===== config.mk =====
export PLATFORM = sky130hd
export DESIGN_NAME = flood_leader_election_node_core
export DESIGN_NICKNAME = d
export VERILOG_FILES = /design/src/hdl/flne_pkg.sv /design/src/hdl/flne_cmp.sv /design/src/hdl/flne_nbr_table.sv /design/src/hdl/flood_leader_election_node_core.sv
export VERILOG_INCLUDE_DIRS = /design/src /design/src/hdl
export SDC_FILE = /design/constraint.sdc
export NUM_CORES = 1
export LEC_CHECK = 0
export BUFFER_PORTS_ARGS = -buffer_cell sky130_fd_sc_hd__buf_2
export CAP_MARGIN = 30
export CORE_ASPECT_RATIO = 0.75
export CORE_MARGIN = 5
export CORE_UTILIZATION = 30
export DETAILED_ROUTE_END_ITERATION = 7
export REMOVE_ABC_BUFFERS = 1
export SLEW_MARGIN = 25
export SYNTH_ARGS = -nofsm -noshare
export SYNTH_HDL_FRONTEND = slang
export SYNTH_SLANG_ARGS = --single-unit

===== constraint.sdc =====
create_clock -name clk -period 6.45 [get_ports clk]
set_input_delay 0.645 -clock clk [delete_from_list [all_inputs] [get_ports clk]]
set_output_delay 0.645 -clock clk [all_outputs]
set_load 0.03 [all_outputs]

===== src/hdl/flood_leader_election_node_core_defines.svh =====
// ----------------------------------------------------------------------------
// Assertion macros for the flood leader election node
// Concurrent assertion wrappers clocked on clk and disabled during rst.
// ----------------------------------------------------------------------------
`ifndef FLOOD_LEADER_ELECTION_NODE_CORE_DEFINES_SVH
`define FLOOD_LEADER_ELECTION_NODE_CORE_DEFINES_SVH

`ifndef SYNTHESIS
// Same-cycle implication.
`define FLNE_ASSERT_SAME(name, ante, cons, msg) \
  name: assert property (@(posedge clk) disable iff (rst) (ante) |-> (cons)) \
    else $error(msg);
// Next-cycle implication.
`define FLNE_ASSERT_NEXT(name, ante, cons, msg) \
  name: assert property (@(posedge clk) disable iff (rst) (ante) |=> (cons)) \
    else $error(msg);
`else
`define FLNE_ASSERT_SAME(name, ante, cons, msg)
`define FLNE_ASSERT_NEXT(name, ante, cons, msg)
`endif

`endif


===== src/hdl/flne_pkg.sv =====
// ----------------------------------------------------------------------------
// flne_pkg
// Types, codes and sizes shared by the flood leader election node.
// ----------------------------------------------------------------------------
package flne_pkg;

  localparam int MAX_NB      = 8;
  localparam int IDX_W       = 3;
  localparam int CNT_W       = 4;
  localparam int UID_W       = 16;
  localparam int ROUND_W     = 16;
  localparam int DIST_W      = 8;
  localparam int STAT_W      = 2;
  localparam int OP_W        = 2;
  localparam int CFG_IDX_W   = 4;
  localparam int CFG_DATA_W  = 16;
  localparam int IN_TDATA_W  = 56;
  localparam int OUT_TDATA_W = 72;

  typedef enum logic [OP_W-1:0] {
    OP_FLOOD = 2'd0,
    OP_TERM  = 2'd1,
    OP_START = 2'd2
  } op_t;

  localparam logic [STAT_W-1:0] ST_UNKNOWN    = 2'd0;
  localparam logic [STAT_W-1:0] ST_LEADER     = 2'd1;
  localparam logic [STAT_W-1:0] ST_NON_LEADER = 2'd2;

  localparam logic KIND_FLOOD = 1'b0;
  localparam logic KIND_TERM  = 1'b1;

  localparam logic [CFG_IDX_W-1:0] REG_MY_UID   = 4'd0;
  localparam logic [CFG_IDX_W-1:0] REG_NB_COUNT = 4'd1;

  localparam logic [7:0] STABLE_LIMIT = 8'd3;

  typedef enum logic [3:0] {
    S_IDLE,
    S_DECODE,
    S_UID,
    S_DIST,
    S_LEAD,
    S_RECORD,
    S_SCAN_ISSUE,
    S_SCAN,
    S_ADV,
    S_ROUND,
    S_EMIT
  } state_t;

  typedef struct packed {
    logic gt;
    logic eq;
  } cmp_res_t;

  typedef struct packed {
    logic               valid;
    logic [ROUND_W-1:0] round;
  } nb_entry_t;

endpackage


===== src/hdl/flne_cmp.sv =====
// ----------------------------------------------------------------------------
// flne_cmp
// Shared 16-bit unsigned magnitude comparator used by the decode, UID, distance, leader, scan and round steps.
// ----------------------------------------------------------------------------
module flne_cmp (
  input  logic [flne_pkg::UID_W-1:0] a,
  input  logic [flne_pkg::UID_W-1:0] b,
  output flne_pkg::cmp_res_t         res
);
  import flne_pkg::*;

  assign res.gt = (a > b);
  assign res.eq = (a == b);

endmodule


===== src/hdl/flne_nbr_table.sv =====
// ----------------------------------------------------------------------------
// flne_nbr_table
// Per-neighbour round record: valid flags in flops, rounds in a small
// memory with one write and one registered read port.
// ----------------------------------------------------------------------------
module flne_nbr_table (
  input  logic                         clk,
  input  logic                         rst,
  input  logic                         clear,
  input  logic                         wr_en,
  input  logic [flne_pkg::IDX_W-1:0]   wr_addr,
  input  logic [flne_pkg::ROUND_W-1:0] wr_round,
  input  logic [flne_pkg::IDX_W-1:0]   rd_addr,
  output flne_pkg::nb_entry_t          rd_entry
);
  import flne_pkg::*;

  logic [MAX_NB-1:0]  valid;
  logic [ROUND_W-1:0] mem [MAX_NB];

  // A cleared flag hides whatever round is left in the memory.
  always_ff @(posedge clk) begin
    if (rst || clear) begin
      valid <= '0;
    end else if (wr_en) begin
      valid[wr_addr] <= 1'b1;
    end
  end

  always_ff @(posedge clk) begin
    if (wr_en) begin
      mem[wr_addr] <= wr_round;
    end
  end

  always_ff @(posedge clk) begin
    rd_entry.valid <= valid[rd_addr];
    rd_entry.round <= mem[rd_addr];
  end

endmodule


===== src/hdl/flood_leader_election_node_core.sv =====
// ----------------------------------------------------------------------------
// flood_leader_election_node_core
// One node of flood-based leader election, one message word at a time.
// A start word reinitializes the node and sends its first flood. A flood
// word from a neighbour updates the best UID, its distance, the largest
// distance and a stability count; the node then either declares itself
// leader and sends a terminate, or records the neighbour's round, advances
// its own round and sends a flood. A terminate word makes an undecided node
// a non-leader and relays it. The node works on one word at a time:
// s_axis_tready is high only while it is idle. A start or terminate goes
// from decode to emit; a flood that wins leadership passes UID, distance and
// leader; an ordinary flood goes on to record, scan, advance, round and emit,
// its scan reading at most the effective neighbour count of entries, as the
// check that all neighbour rounds are equal reads the round table one entry
// per cycle through its single read port and compares each entry against
// entry 0 on the one shared comparator. A word with no result frees the node.
// The finished result sits in an output register, so the node stalls only if a
// second result is ready before the first has been taken. Configuration
// writes are always accepted and are meant to happen while the node idles.
// ----------------------------------------------------------------------------
`include "flood_leader_election_node_core_defines.svh"

module flood_leader_election_node_core (
  input  logic                                clk,
  input  logic                                rst,
  // Input words.
  input  logic                                s_axis_tvalid,
  output logic                                s_axis_tready,
  // Fields from bit 0 up: neighbour[2:0], msg_round[18:3], msg_max_uid[34:19],
  // msg_dist[42:35], msg_max_dist[50:43], zero padding[55:51].
  input  logic [flne_pkg::IN_TDATA_W-1:0]     s_axis_tdata,
  // Fields from bit 0 up: op[1:0].
  input  logic [flne_pkg::OP_W-1:0]           s_axis_tuser,
  // Result words.
  output logic                                m_axis_tvalid,
  input  logic                                m_axis_tready,
  // Fields from bit 0 up: out_round[15:0], src_uid[31:16], out_max_uid[47:32],
  // out_dist[55:48], out_max_dist[63:56], leader_status[65:64],
  // zero padding[71:66].
  output logic [flne_pkg::OUT_TDATA_W-1:0]    m_axis_tdata,
  // Fields from bit 0 up: kind[0].
  output logic [0:0]                          m_axis_tuser,
  // Configuration writes.
  input  logic                                cfg_valid,
  output logic                                cfg_ready,
  input  logic [flne_pkg::CFG_IDX_W-1:0]      cfg_index,
  input  logic [flne_pkg::CFG_DATA_W-1:0]     cfg_data
);
  import flne_pkg::*;

  state_t state, state_next;

  // Configuration registers.
  logic [UID_W-1:0] my_uid;
  logic [CNT_W-1:0] nb_count;

  // Captured input word.
  logic [OP_W-1:0]    it_op;
  logic [IDX_W-1:0]   it_idx;
  logic [ROUND_W-1:0] it_round;
  logic [UID_W-1:0]   it_uid;
  logic [DIST_W-1:0]  it_dist;
  logic [DIST_W-1:0]  it_mdist;

  // Election state.
  logic [UID_W-1:0]   best_uid;
  logic [DIST_W-1:0]  dist_to_best;
  logic [DIST_W-1:0]  largest_dist;
  logic [7:0]         stable_count;
  logic [ROUND_W-1:0] node_round;
  logic [STAT_W-1:0]  node_status;

  // Per-word scratch.
  logic               rec;
  logic               differ;
  logic               all_eq;
  logic [IDX_W-1:0]   scan_idx;
  logic               ref_valid;
  logic [ROUND_W-1:0] ref_round;
  logic               em_kind;
  logic [ROUND_W-1:0] em_round;

  // Output register.
  logic                   out_valid;
  logic                   out_kind;
  logic [ROUND_W-1:0]     out_round;
  logic [UID_W-1:0]       out_src;
  logic [UID_W-1:0]       out_uid;
  logic [DIST_W-1:0]      out_dist;
  logic [DIST_W-1:0]      out_mdist;
  logic [STAT_W-1:0]      out_status;

  // Shared comparator and table connections.
  logic [UID_W-1:0]   cmp_a;
  logic [UID_W-1:0]   cmp_b;
  cmp_res_t           cmp;
  logic               tbl_clear;
  logic               tbl_wr;
  logic [IDX_W-1:0]   tbl_rd_addr;
  nb_entry_t          rd;

  logic               in_acc;
  logic               out_free;
  logic [CNT_W-1:0]   eff_count;
  logic               idx_ok;
  logic               rec_now;
  logic               uid_lt;
  logic               leader_now;
  logic               scan_last;
  logic               mismatch;
  logic [DIST_W-1:0]  dist_new;
  logic [7:0]         stable_inc;

  assign s_axis_tready = (state == S_IDLE);
  assign in_acc        = s_axis_tvalid && s_axis_tready;
  assign out_free      = !out_valid || m_axis_tready;
  assign cfg_ready     = 1'b1;

  // A count of zero acts as one neighbour, an oversized count as the table depth.
  always_comb begin
    if (nb_count == '0) begin
      eff_count = CNT_W'(1);
    end else if (nb_count > CNT_W'(MAX_NB)) begin
      eff_count = CNT_W'(MAX_NB);
    end else begin
      eff_count = nb_count;
    end
  end

  assign idx_ok     = ({1'b0, it_idx} < eff_count);
  assign rec_now    = !rd.valid || cmp.gt;
  assign uid_lt     = !cmp.gt && !cmp.eq;
  assign leader_now = cmp.eq && (stable_count > STABLE_LIMIT);
  assign scan_last  = ({1'b0, scan_idx} == (eff_count - CNT_W'(1)));
  assign mismatch   = (rd.valid != ref_valid) || (rd.valid && !cmp.eq);
  assign dist_new   = (it_dist == {DIST_W{1'b1}}) ? it_dist : it_dist + DIST_W'(1);
  assign stable_inc = (stable_count == 8'hFF) ? stable_count : stable_count + 8'd1;

  flne_cmp u_cmp (
    .a   (cmp_a),
    .b   (cmp_b),
    .res (cmp)
  );

  flne_nbr_table u_table (
    .clk      (clk),
    .rst      (rst),
    .clear    (tbl_clear),
    .wr_en    (tbl_wr),
    .wr_addr  (it_idx),
    .wr_round (it_round),
    .rd_addr  (tbl_rd_addr),
    .rd_entry (rd)
  );

  // Next state.
  always_comb begin
    state_next = state;
    case (state)
      S_IDLE: begin
        if (in_acc) state_next = S_DECODE;
      end
      S_DECODE: begin
        case (it_op)
          OP_START: state_next = S_EMIT;
          OP_TERM: begin
            if (idx_ok && (node_status == ST_UNKNOWN)) state_next = S_EMIT;
            else state_next = S_IDLE;
          end
          OP_FLOOD: begin
            if (idx_ok) state_next = S_UID;
            else state_next = S_IDLE;
          end
          default: state_next = S_IDLE;
        endcase
      end
      S_UID: begin
        if (cmp.gt) state_next = S_RECORD;
        else if (cmp.eq) state_next = S_DIST;
        else state_next = S_IDLE;
      end
      S_DIST: begin
        if (cmp.eq && differ) state_next = S_LEAD;
        else state_next = S_RECORD;
      end
      S_LEAD: begin
        if (leader_now) state_next = S_EMIT;
        else state_next = S_RECORD;
      end
      S_RECORD:     state_next = S_SCAN_ISSUE;
      S_SCAN_ISSUE: state_next = S_SCAN;
      S_SCAN: begin
        if ((scan_idx != '0 && mismatch) || scan_last) state_next = S_ADV;
      end
      S_ADV:   state_next = S_ROUND;
      S_ROUND: state_next = S_EMIT;
      S_EMIT: begin
        if (out_free) state_next = S_IDLE;
      end
      default: state_next = S_IDLE;
    endcase
  end

  // Comparator operands, table access and write strobes for each step.
  always_comb begin
    cmp_a       = '0;
    cmp_b       = '0;
    tbl_clear   = 1'b0;
    tbl_wr      = 1'b0;
    tbl_rd_addr = '0;
    case (state)
      S_IDLE: begin
        tbl_rd_addr = s_axis_tdata[IDX_W-1:0];
      end
      S_DECODE: begin
        cmp_a     = it_round;
        cmp_b     = rd.round;
        tbl_clear = (it_op == OP_START);
        tbl_wr    = (it_op == OP_TERM) && idx_ok && rec_now;
      end
      S_UID: begin
        cmp_a  = it_uid;
        cmp_b  = best_uid;
        tbl_wr = uid_lt && rec;
      end
      S_DIST: begin
        // Equality is symmetric; gt here means the sender knows a longer path.
        cmp_a = {{(UID_W-DIST_W){1'b0}}, it_mdist};
        cmp_b = {{(UID_W-DIST_W){1'b0}}, largest_dist};
      end
      S_LEAD: begin
        cmp_a  = my_uid;
        cmp_b  = best_uid;
        tbl_wr = leader_now && rec;
      end
      S_RECORD: begin
        tbl_wr = rec;
      end
      S_SCAN_ISSUE: begin
        tbl_rd_addr = '0;
      end
      S_SCAN: begin
        cmp_a       = rd.round;
        cmp_b       = ref_round;
        tbl_rd_addr = scan_idx + IDX_W'(1);
      end
      S_ROUND: begin
        cmp_a = it_round;
        cmp_b = node_round;
      end
      default: begin
      end
    endcase
  end

  // Configuration registers.
  always_ff @(posedge clk) begin
    if (rst) begin
      my_uid   <= '0;
      nb_count <= CNT_W'(1);
    end else if (cfg_valid && cfg_ready) begin
      case (cfg_index)
        REG_MY_UID:   my_uid   <= cfg_data;
        REG_NB_COUNT: nb_count <= cfg_data[CNT_W-1:0];
        default: begin
        end
      endcase
    end
  end

  always_ff @(posedge clk) begin
    if (rst) begin
      state <= S_IDLE;
    end else begin
      state <= state_next;
    end
  end

  // Captured word fields.
  always_ff @(posedge clk) begin
    if (in_acc) begin
      it_op    <= s_axis_tuser;
      it_idx   <= s_axis_tdata[2:0];
      it_round <= s_axis_tdata[18:3];
      it_uid   <= s_axis_tdata[34:19];
      it_dist  <= s_axis_tdata[42:35];
      it_mdist <= s_axis_tdata[50:43];
    end
  end

  // Election state.
  always_ff @(posedge clk) begin
    if (rst) begin
      best_uid     <= '0;
      dist_to_best <= '0;
      largest_dist <= '0;
      stable_count <= 8'd1;
      node_round   <= '0;
      node_status  <= ST_UNKNOWN;
    end else begin
      case (state)
        S_DECODE: begin
          if (it_op == OP_START) begin
            best_uid     <= my_uid;
            dist_to_best <= '0;
            largest_dist <= '0;
            stable_count <= 8'd1;
            node_round   <= '0;
            node_status  <= ST_UNKNOWN;
          end else if ((it_op == OP_TERM) && idx_ok && (node_status == ST_UNKNOWN)) begin
            node_status <= ST_NON_LEADER;
          end
        end
        S_UID: begin
          if (cmp.gt) begin
            best_uid     <= it_uid;
            dist_to_best <= dist_new;
            largest_dist <= dist_new;
            stable_count <= 8'd1;
          end
        end
        S_DIST: begin
          if (cmp.eq && differ) begin
            stable_count <= stable_inc;
          end else if (cmp.gt) begin
            largest_dist <= it_mdist;
            stable_count <= 8'd1;
          end
        end
        S_LEAD: begin
          if (leader_now) begin
            node_status <= ST_LEADER;
            node_round  <= node_round + ROUND_W'(1);
          end
        end
        S_ADV: begin
          if (all_eq) node_round <= node_round + ROUND_W'(1);
        end
        S_ROUND: begin
          if (cmp.gt) node_round <= it_round;
        end
        default: begin
        end
      endcase
    end
  end

  // Per-word scratch: round-record decision, round scan and the pending message.
  always_ff @(posedge clk) begin
    case (state)
      S_DECODE: begin
        rec      <= rec_now;
        differ   <= !rd.valid || !cmp.eq;
        em_kind  <= (it_op == OP_START) ? KIND_FLOOD : KIND_TERM;
        em_round <= (it_op == OP_START) ? '0 : node_round;
      end
      S_LEAD: begin
        // The terminate carries the round from before the increment.
        em_kind  <= KIND_TERM;
        em_round <= node_round;
      end
      S_SCAN_ISSUE: begin
        scan_idx <= '0;
        all_eq   <= 1'b1;
      end
      S_SCAN: begin
        if (scan_idx == '0) begin
          ref_valid <= rd.valid;
          ref_round <= rd.round;
        end else if (mismatch) begin
          all_eq <= 1'b0;
        end
        scan_idx <= scan_idx + IDX_W'(1);
      end
      S_ROUND: begin
        em_kind  <= KIND_FLOOD;
        em_round <= cmp.gt ? it_round : node_round;
      end
      default: begin
      end
    endcase
  end

  // Output register; a new result loads as soon as the old one is taken.
  always_ff @(posedge clk) begin
    if (rst) begin
      out_valid <= 1'b0;
    end else if ((state == S_EMIT) && out_free) begin
      out_valid <= 1'b1;
    end else if (m_axis_tready) begin
      out_valid <= 1'b0;
    end
  end

  always_ff @(posedge clk) begin
    if ((state == S_EMIT) && out_free) begin
      out_kind   <= em_kind;
      out_round  <= em_round;
      out_src    <= my_uid;
      out_uid    <= best_uid;
      out_dist   <= dist_to_best;
      out_mdist  <= largest_dist;
      out_status <= node_status;
    end
  end

  assign m_axis_tvalid = out_valid;
  assign m_axis_tuser  = out_kind;
  assign m_axis_tdata  = {6'b0, out_status, out_mdist, out_dist, out_uid, out_src, out_round};

  // A terminate is only ever sent by a node that has decided.
  `FLNE_ASSERT_SAME(a_term_decided, out_valid && (out_kind == KIND_TERM),
    out_status != ST_UNKNOWN, "terminate sent by an undecided node")
  // A decision sticks until the next start.
  `FLNE_ASSERT_NEXT(a_status_sticky,
    (node_status != ST_UNKNOWN) && !((state == S_DECODE) && (it_op == OP_START)),
    node_status != ST_UNKNOWN, "decided node fell back to unknown")
  // A start leaves the node in its initial state.
  `FLNE_ASSERT_NEXT(a_start_init, (state == S_DECODE) && (it_op == OP_START),
    (node_round == '0) && (node_status == ST_UNKNOWN) && (stable_count == 8'd1)
      && (best_uid == my_uid), "start did not reinitialize the node")
  // The round scan never walks past the neighbours in use.
  `FLNE_ASSERT_SAME(a_scan_range, state == S_SCAN,
    {1'b0, scan_idx} < eff_count, "round scan beyond the neighbour count")

endmodule

# [Yosys cells after proc, flatten, opt, wreduce, memory -nomap -nowiden]
# Memories as Yosys holds them, arrays and structs flattened. A register that Yosys moved wholly into a read port is not among the register bits.
# Cells that the tools add are included.
# Widths: inputs -> output; s select.
[totals] register_bits=252 latchBits=0 mem_bits_rw=128 mem_bits_ro=0 inputBits=83 output_inout_bits=76 elab_cells=185 mem_count=1
[memory_table] memory="u_table.mem" words=8 width=16 rd=1 rd_ports_with_merged_regs=1 wr=1 line_no="flne_nbr_table.sv:19" source="logic [ROUND_W-1:0] mem [MAX_NB];"
[classes] addsub=5 n_mul=0 div_mod_pow=0 order_cmp=7 n_eq_ne=31 shifts=0 muxes=57 bitwise_logic=1 n_reduce_logical=50
[ops] op="$pmux 16 s5" n=2
[ops] op="$mux 16" n=6
[ops] op="$mux 8" n=9
[ops] op="$pmux 16 s4" n=1
[ops] op="$pmux 16 s3" n=1
[ops] op="$pmux 8 s3" n=2
[ops] op="$pmux 4 s11" n=1
[ops] op="$pmux 16 s2" n=1
[ops] op="$mux 4" n=7
[ops] op="$ne 2x2->1 const B" n=10
[ops] op="$reduce_and 3->1" n=6
[ops] op="$add 16x1->16 const B" n=1
[ops] op="$add 8x1->8 const B" n=2
[ops] op="$eq 16x16->1" n=1
[ops] op="$eq 4x3->1 const B" n=4
[ops] op="$eq 8x8->1 const B" n=2
[ops] op="$gt 16x16->1" n=1
[ops] op="$pmux 8 s2" n=1
[ops] op="$logic_and 1x1->1" n=14
[ops] op="$eq 4x4->1 const B" n=3
[ops] op="$logic_not 4->1" n=3
[ops] op="$pmux 3 s2" n=2
[ops] op="$pmux 4 s3" n=1
[ops] op="$mux 1" n=11
[ops] op="34 further kinds" n=59

# [Longest topological paths before layout]
# Gate-level depths: netlist (run 1).
[logic_depth] ltp_word=11 depth_mapped=18 mapped_depth_nobuf=13

# [Modules after synthesis]
# A second synthesis (run 1) with hierarchy kept.
[hier_totals] hier_cells=1237 area_unflattened_um2=16653.5
[by_module_without_submodules] module="flood_leader_election_node_core" n_inst=1 cells_each=951 area_each_um2=10645.2 seq_area_each_um2=6466.2
[by_module_without_submodules] module="flne_nbr_table" n_inst=1 cells_each=231 area_each_um2=5601.6 seq_area_each_um2=4344.2
[by_module_without_submodules] module="flne_cmp" n_inst=1 cells_each=55 area_each_um2=406.6 seq_area_each_um2=0.0

# [Worst setup path after synthesis (run 1)]
# No wires, ideal clock.
[synth_timing] kind="register to register" start="reg state[3]" end="mem u_table.mem[0][0] (enable)" setup_ns=0.430 arrival_ns=5.285 required_ns=6.020 setup_slack_ns=0.734 path_stages_with_launch=15 n_path_buf=5 synth_period_minus_slack_ns=5.716 path_cell_list="dfxtp_1 clkbuf_1 buf_1 buf_1 mux2_2 a222oi_1 ha_1 nand2_1 or4_4 o211a_1 buf_6 o21ai_2 a221oi_4 buf_6 nor4_1"
[synth_between] elab_cells_between_ends=24 cone_classes="1 x order compare; 8 x eq/ne; 5 x mux; 10 x reduce/logical"
[synth_rtl] element="from (decl)" line_no="flood_leader_election_node_core.sv:51" source="state_t state, state_next;"
[synth_rtl] element="from (signal assigned)" line_no="flood_leader_election_node_core.sv:275" source="state <= state_next;"
[synth_rtl] element="$eq 4x4->1 (tied with other cells)" line_no="flood_leader_election_node_core.sv:211" source="case (state)"
[synth_rtl] element="$reduce_or 2->1 (no line)"
[synth_rtl] element="$pmux 16 s5" line_no="flood_leader_election_node_core.sv:211"
[synth_rtl] element="$gt 16x16->1 *" line_no="flne_cmp.sv:12" source="assign res.gt = (a > b);"
[synth_rtl] element="$logic_or 1x1->1 *" line_no="flood_leader_election_node_core.sv:131" source="assign rec_now = !rd.valid || cmp.gt;"
[synth_rtl] element="named net rec_now" line_no="flood_leader_election_node_core.sv:106" source="logic rec_now;"
[synth_rtl] element="$logic_and 1x1->1 *" line_no="flood_leader_election_node_core.sv:219" source="tbl_wr = (it_op == OP_TERM) && idx_ok && rec_now;"
[synth_rtl] element="$pmux 1 s4 *" line_no="flood_leader_election_node_core.sv:211"
[synth_rtl] element="$mux 1 *" line_no="flne_nbr_table.sv:31" source="if (wr_en) begin"
[synth_rtl] element="$mux 1 (implied by the code) *" line_no="flne_nbr_table.sv:32" source="mem[wr_addr] <= wr_round;"
[synth_rtl] element="to (decl)" line_no="flne_nbr_table.sv:19"
# Mark *: on every way through the listed nets, which the timed path passes. The rest lies on a longest branch.

# [Final worst setup path (run 1)]
[layout_timing] start="reg state[0]" end="mem u_table.mem[1][15] (enable)"
# Same word-level chain as after synthesis.

==> metrics.csv, run 1 <==
metric,value,unit
timing.critical_path.from_type,flip-flop,
p_seq_share,42.7,%
postSynthRegisterBits,396,
async_set_or_reset_register_ratio_after_synthesis,0,%
crit_required,6.73,ns
areaGrowthSynthToFinish,17.17,%
drt_first_iter_violations,1301,
number_of_antenna_violations_at_the_first_check_in_global_routing,1,
cts_made_buffers,38,
synthesized_area_divided_by_synthesized_cell_count,11.46,sq um
synth_top_flop_cell,sky130_fd_sc_hd__edfxtp_1,
layout.core_utilization,35.34,%
drc,0,
antenna_left,0,
insertion_delay,0.55,ns
timing.setup.critical_path_class,reg -> reg,
max_cap_violations,0,
critical_path.reg2reg.startpoint,state[0],
number_of_standard_cell_rows_in_the_floorplan,75,
power_switching,2993,uW
cts_setup_buffers,0,
placedCellCount,2287,
worst_r2r_endpoint,u_table.mem[1][15],
mostFrequentLayoutCell,sky130_fd_sc_hd__nand2_1,
synth-edff-count,288,
via_count_of_the_first_global_routing_pass,12220,
synth_area,0.01681,sq mm
die_height,215,um
cts.clk_slew.worst_paths,0.07,ns
worst-slew-pin-transition,1.004,ns
clock_sink_count,396,
final_cells,2359,
cellLeakagePower,0.006842,uW
antenna-diode-count,0,
achievable-frequency,0.1905,GHz
netlist_instances,1467,
post_synth_num_cell_types,74,
route.vias.total,12360,
power_frac_clock,27.9,%
worstPathMaxFanout,19,
synthesis.yosys.warnings,0,
nNetsFinal,1705,
sw_frac_of_total,36.32,%
clockBufferDepth,3,
final_period_minus_worst_setup_slack,5.248,ns
total_of_fill_cells_in_the_finished_design,5504,
postCtsResizedCells,0,
fp.coreArea,0.05574,sq mm
finClkSkew,0.01957,ns
final.setup.tns,0,ns
critical_path_end_type,flip-flop,
layout.area.seq,0.01081,sq mm
globalRoute.totalOverflow,0,
finalWorstSetupSlack,1.202,ns
floorplan.die_area,0.06092,sq mm
multi_input_gate_area_in_the_final_layout,0.005589,sq mm
worstRegToRegCells,15,
io_pins,159,
route.final.wire_length,47940,um
critPathArrivalTime,5.52,ns
initial_core_util,30.16,%
yosysSeqAreaShare,64.31,%
p_int,5247,uW
detail_route.wl_per_cell,20.32,um
layout_common_cells,"sky130_fd_sc_hd__nand2_1, sky130_fd_sc_hd__edfxtp_1, sky130_fd_sc_hd__buf_2, sky130_fd_sc_hd__dfxtp_1, sky130_fd_sc_hd__nand3_1",
pin_count_of_the_biggest_net_entering_global_routing,69,
setup_viol_count_final,0,
worst_setup_path_startpoint,state[0],
drive_gt1_share,18.00,%
detail_route.first_pass.iterations,6,
slew_headroom,32.78,%
comb_power_share,29.4,%
post-route-period-util,81.37,%
avgViaCountPerCell,5.241,
clock_tree.htree_level_count,2,
post_cts_hold_buffer_count,0,
endpoint,u_table.mem[1][15],
hpwlAfterDp,33040,um
slew_viol_final,0,
wire_length_of_the_first_global_routing_pass,73590,um
place_ws,1.321,ns
worst_voltage_drop_across_the_vdd_grid,0.0002305,V
floorplan.die.width,283.3,um
worst_hold_path_type,in -> reg,
placement.io_buffers,146,
grt_setup_unrepaired,false,
tritoncts_clock_tree,yes,
groute.usage.overall,15.18,%
outcome,"complete, no violations",
reg_to_reg_setup_timing_slack,1.20,ns
report.final.hold_viol_count,0,
gp_congestion,0.9096,
clock_tree.root_cell,sky130_fd_sc_hd__clkbuf_16,
power-per-cell-area,418.3,mW/mm^2
[cell type report]
cell class,count,share of cell area [%]
Inverter,16,0.3049
Timing Repair Buffer,185,5.298
Multi-Input combinational cell,961,28.38
Clock buffer,49,5.190
Tap cell,731,4.644
Sequential cell,396,54.89
Clock inverter,21,1.302
[worst max-delay path: stages, from the launching register on]
cell and delay, ns:
sky130_fd_sc_hd__dfxtp_1 0.78, sky130_fd_sc_hd__inv_1 0.49, sky130_fd_sc_hd__nor4_2 0.37, sky130_fd_sc_hd__buf_4 0.30, sky130_fd_sc_hd__nand2_1 0.12, sky130_fd_sc_hd__o21ai_0 0.09, sky130_fd_sc_hd__a221oi_1 0.08, sky130_fd_sc_hd__ha_1 0.32
sky130_fd_sc_hd__nand4_1 0.29, sky130_fd_sc_hd__nor3_1 0.44, sky130_fd_sc_hd__and2_1 0.21, sky130_fd_sc_hd__buf_4 0.27, sky130_fd_sc_hd__o21ai_2 0.11, sky130_fd_sc_hd__a221oi_4 0.69, sky130_fd_sc_hd__nor2_1 0.13, sky130_fd_sc_hd__buf_4 0.26
[cells in the mapped netlist (11+ instances only)]
library cell / number / area share, %
sky130_fd_sc_hd__a22oi_1: 24 / 1.1
sky130_fd_sc_hd__nor3_1: 15 / 0.45
sky130_fd_sc_hd__clkbuf_1: 68 / 1.5
sky130_fd_sc_hd__a211oi_1: 15 / 0.67
sky130_fd_sc_hd__ha_1: 24 / 1.8
sky130_fd_sc_hd__nand4_1: 11 / 0.41
sky130_fd_sc_hd__o211ai_1: 14 / 0.63
sky130_fd_sc_hd__a222oi_1: 16 / 0.95
sky130_fd_sc_hd__nand3_1: 107 / 3.2
sky130_fd_sc_hd__o21ai_0: 57 / 1.7
sky130_fd_sc_hd__a21oi_1: 86 / 2.6
sky130_fd_sc_hd__inv_1: 15 / 0.33
sky130_fd_sc_hd__dfxtp_1: 108 / 13
sky130_fd_sc_hd__edfxtp_1: 288 / 51
sky130_fd_sc_hd__nor2_1: 66 / 1.5
sky130_fd_sc_hd__a22o_1: 17 / 0.89
sky130_fd_sc_hd__mux2i_1: 13 / 0.77
sky130_fd_sc_hd__nand2_1: 309 / 6.9
[power groups by stage]
stage	registers, uW	clock network (uW)	logic (uW)
6_report	3520	2300	2420
5_1_grt	3550	2470	2650
4_1_cts	3520	2350	2390
3_5_place_dp	3570	0	2380
3_3_place_gp	3560	0	2320
2_1_floorplan	3420	0	1490
[stage by stage]
stage               cell area, sq um  total power (uW)  hold WS (ns)
global placement               18370              5886        0.4070
floorplan                      16380              4914        0.4003
finish                         19700              8240        0.2698
CTS                            19680              8263        0.2477
detailed placement             18400              5946        0.4057
global route                   19700              8674        0.2471
[layer usage]
metal / GRT usage [%] / up-vias / routed length (um)
li1: - / 5722 / -
met1: 22.12 / 6089 / 22140
met2: 22.99 / 492 / 21210
met3: 3.835 / 59 / 3779
met4: 3.179 / 2 / 787
met5: 0 / - / 13
[cell families after synthesis]
group                      synth area share, %
DFF                                      64.31
muxes                                    1.377
AOI/OAI and AO/OA                        13.64
adders and majority gates                1.786
other                                  0.04468
and+or+nand+nor                          15.20
buffers and inverters                    3.014
xor gates and xnor gates                0.6252
[registers in the layout (all words and copies together), names as in the netlist, 16 cells and up]
register          flops
u_table.rd_entry     17
node_round           16
it_uid               16
em_round             16
ref_round            16
my_uid               16
it_round             16
best_uid             16
u_table.mem         128
out_src              16
out_round            16
out_uid              16
[how the worst min path moves through the flow]
stage                                start      endpoint  slack [ns]  cells after the start
after floorplan                    em_kind  m_axis_tuser        0.40                      0
after global placement         em_round[0]  out_round[0]        0.41                      0
after detailed placement       em_round[0]  out_round[0]        0.41                      0
after CTS                  s_axis_tdata[8]   it_round[5]        0.25                      1
after global routing       s_axis_tdata[8]   it_round[5]        0.25                      1
final                     s_axis_tdata[42]    it_dist[7]        0.27                      1
No activity file was read; power rests on OpenSTA's default activity.
==> run 2, diff against run 1 <==
==> constraint.sdc (replaced) <==
create_clock -name clk -period 4.6 [get_ports clk]
set_input_delay 0.46 -clock clk [delete_from_list [all_inputs] [get_ports clk]]
set_output_delay 0.46 -clock clk [all_outputs]
set_load 0.03 [all_outputs]
==> run 2 against run 1 <==
  * Cell count increased by 1.5%
  * Setup slack got worse by 0.87 ns
  * Core utilization increased by 0.93 points
  * Non-clock buffer count increased by 33
  * Critical path depth decreased by 4
==> metrics.csv, run 2 (synthesized netlist as in run 1, its figures left out) <==
metric,value,unit
hpwlAfterDp,33410,um
final_cells,2395,
nNetsFinal,1739,
floorplan.die.width,283.3,um
grt_setup_unrepaired,false,
groute.usage.overall,15.20,%
floorplan.die_area,0.06092,sq mm
placement.io_buffers,146,
number_of_antenna_violations_at_the_first_check_in_global_routing,2,
max_cap_violations,0,
critical_path.max_stage_delay,0.63,ns
worst-slew-pin-transition,0.8340,ns
route.vias.total,12330,
cts_made_buffers,39,
pin_count_of_the_biggest_net_entering_global_routing,75,
timing.setup.critical_path_class,reg -> reg,
achievable-frequency,0.2345,GHz
timing.hold.ws,0.08513,ns
report.final.hold_viol_count,0,
use_met3,3.390,%
finalWorstSetupSlack,0.3355,ns
critPathMostFrequentCell,sky130_fd_sc_hd__buf_4,
power,12090,uW
critical_path_end_type,flip-flop,
worstPathMaxFanout,30,
number_of_standard_cell_rows_in_the_floorplan,75,
worst_voltage_drop_across_the_vdd_grid,0.0002951,V
cts.clk_slew.worst_paths,0.07,ns
placedCellCount,2321,
areaGrowthSynthToFinish,20.25,%
layout_common_cells,"sky130_fd_sc_hd__nand2_1, sky130_fd_sc_hd__edfxtp_1, sky130_fd_sc_hd__buf_2, sky130_fd_sc_hd__nand3_1, sky130_fd_sc_hd__dfxtp_1",
outcome,"complete, no violations",
globalRoute.busiestLayer,met2,
via_count_of_the_first_global_routing_pass,11990,
gp_congestion,0.9007,
power-per-cell-area,598.0,mW/mm^2
slew_headroom,44.28,%
drive_gt1_share,19.96,%
setup_viol_count_final,0,
fp.coreArea,0.05574,sq mm
wire_length_of_the_first_global_routing_pass,73660,um
crit_required,4.89,ns
critPathArrivalTime,4.55,ns
clock_tree.root_cell,sky130_fd_sc_hd__clkbuf_16,
post-route-period-util,92.71,%
insertion_delay,0.55,ns
cellLeakagePower,0.007105,uW
largest_register,u_table.mem,
io_pins,159,
groute.layer.met1.usage,22.51,%
mostFrequentLayoutCell,sky130_fd_sc_hd__nand2_1,
standard_cell_with_the_maximum_stage_delay_on_the_critical_path,sky130_fd_sc_hd__or4_4,
crit_path_cell_trace,"buf_4, mux2_2, a222oi_1, ha_1, nand4_1, or4_4, o211a_1, o21ai_2, nand2b_1, buf_4, a22o_1",
detail_route.first_pass.iterations,5,
antenna_left,0,
die_height,215,um
drc,0,
detail_route.wl_per_cell,20.07,um
drt_first_iter_violations,1096,
slew_viol_final,0,
largest_registers,"u_table.mem (128), u_table.rd_entry (17)",
largest_register_ff_count,128,
initial_core_util,30.16,%
final_period_minus_worst_setup_slack,4.264,ns
avgViaCountPerCell,5.147,
clockBufferDepth,3,
globalRoute.totalOverflow,0,
clock_tree.htree_level_count,2,
grt.met2_usage,23.36,%
timing.critical_path.from_type,flip-flop,
finClkSkew,0.02121,ns
clock_sink_count,396,
worst_hold_path_type,in -> reg,
route.final.wire_length,48080,um
place_ws,0.3329,ns
tritoncts_clock_tree,yes,
-- run 2: changes by cell type in the layout (fill, tap and decap cells not counted), moves of 2 or more --
cell,previous run,this run
sky130_fd_sc_hd__buf_4,35,59
sky130_fd_sc_hd__buf_12,0,11
sky130_fd_sc_hd__clkbuf_1,8,4
sky130_fd_sc_hd__clkbuf_16,38,42
sky130_fd_sc_hd__clkbuf_8,3,7
sky130_fd_sc_hd__clkinv_2,6,2
sky130_fd_sc_hd__a21oi_2,0,2
sky130_fd_sc_hd__a21oi_4,2,0
sky130_fd_sc_hd__buf_8,3,1
sky130_fd_sc_hd__clkinv_4,1,3
-- run 2: cell type report --
cell class,count,area (sq um)
clock inverter,19,249.0
multi-input combinational,961,5578
inverter,16,60.06
tap,731,914.6
fill,5438,35530
antenna,1,2.502
clock buffer,53,1162
timing repair buffer,218,1436
sequential,396,10810
-- run 2: metrics by stage --
| stage | TNS [ns] | util, % | instance area (sq um) |
|---|---|---|---|
| after floorplan | -344.53 | - | 16380 |
| after global placement | 0 | 33.64 | 18750 |
| after detailed placement | 0 | 33.67 | 18770 |
| after CTS | 0 | 36.20 | 20180 |
| after global routing | 0 | 36.26 | 20210 |
| final | 0 | 36.26 | 20210 |
-- run 2: per-layer routing --
metal | routed length [um] | part of all wire (%)
met3 | 3463 | 7.2
met5 | 13 | 0.027
met4 | 524 | 1.1
met1 | 22640 | 47
met2 | 21440 | 45
-- run 2: power breakdown --
part | switching (uW) | internal, uW
Combinational | 2480 | 1280
Sequential | 419 | 4460
Clock | 1380 | 2070
Total | 4280 | 7810
-- run 2: critical path, delay by kind of cell, from the launching register on --
family	cells	cell delay (ns)
multiplexers	1	0.39
buffers and inverters	2	0.68
AND/OR/NAND/NOR	3	1.09
AO/OA/AOI/OAI	4	1.18
flip-flops	1	0.42
adder cells (fa/ha/maj)	1	0.21
-- run 2: path summary, 6_finish.rpt --
check,startpoint,end,slack [ns],cells past startpoint
max,state[3],em_round[15],0.34,11
min,s_axis_tdata[37],it_dist[2],0.09,1
max reg2reg,state[3],em_round[15],0.34,11
min reg2reg,em_round[14],out_round[14],0.42,0
-- run 2: what timing repair did --
item                                    CTS  global route
endpoints found under the setup margin    0            44
hold endpoints to repair                  0             0
hold buffers                              0             0
buffers inserted                          0             0
gates resized for setup                   0             1
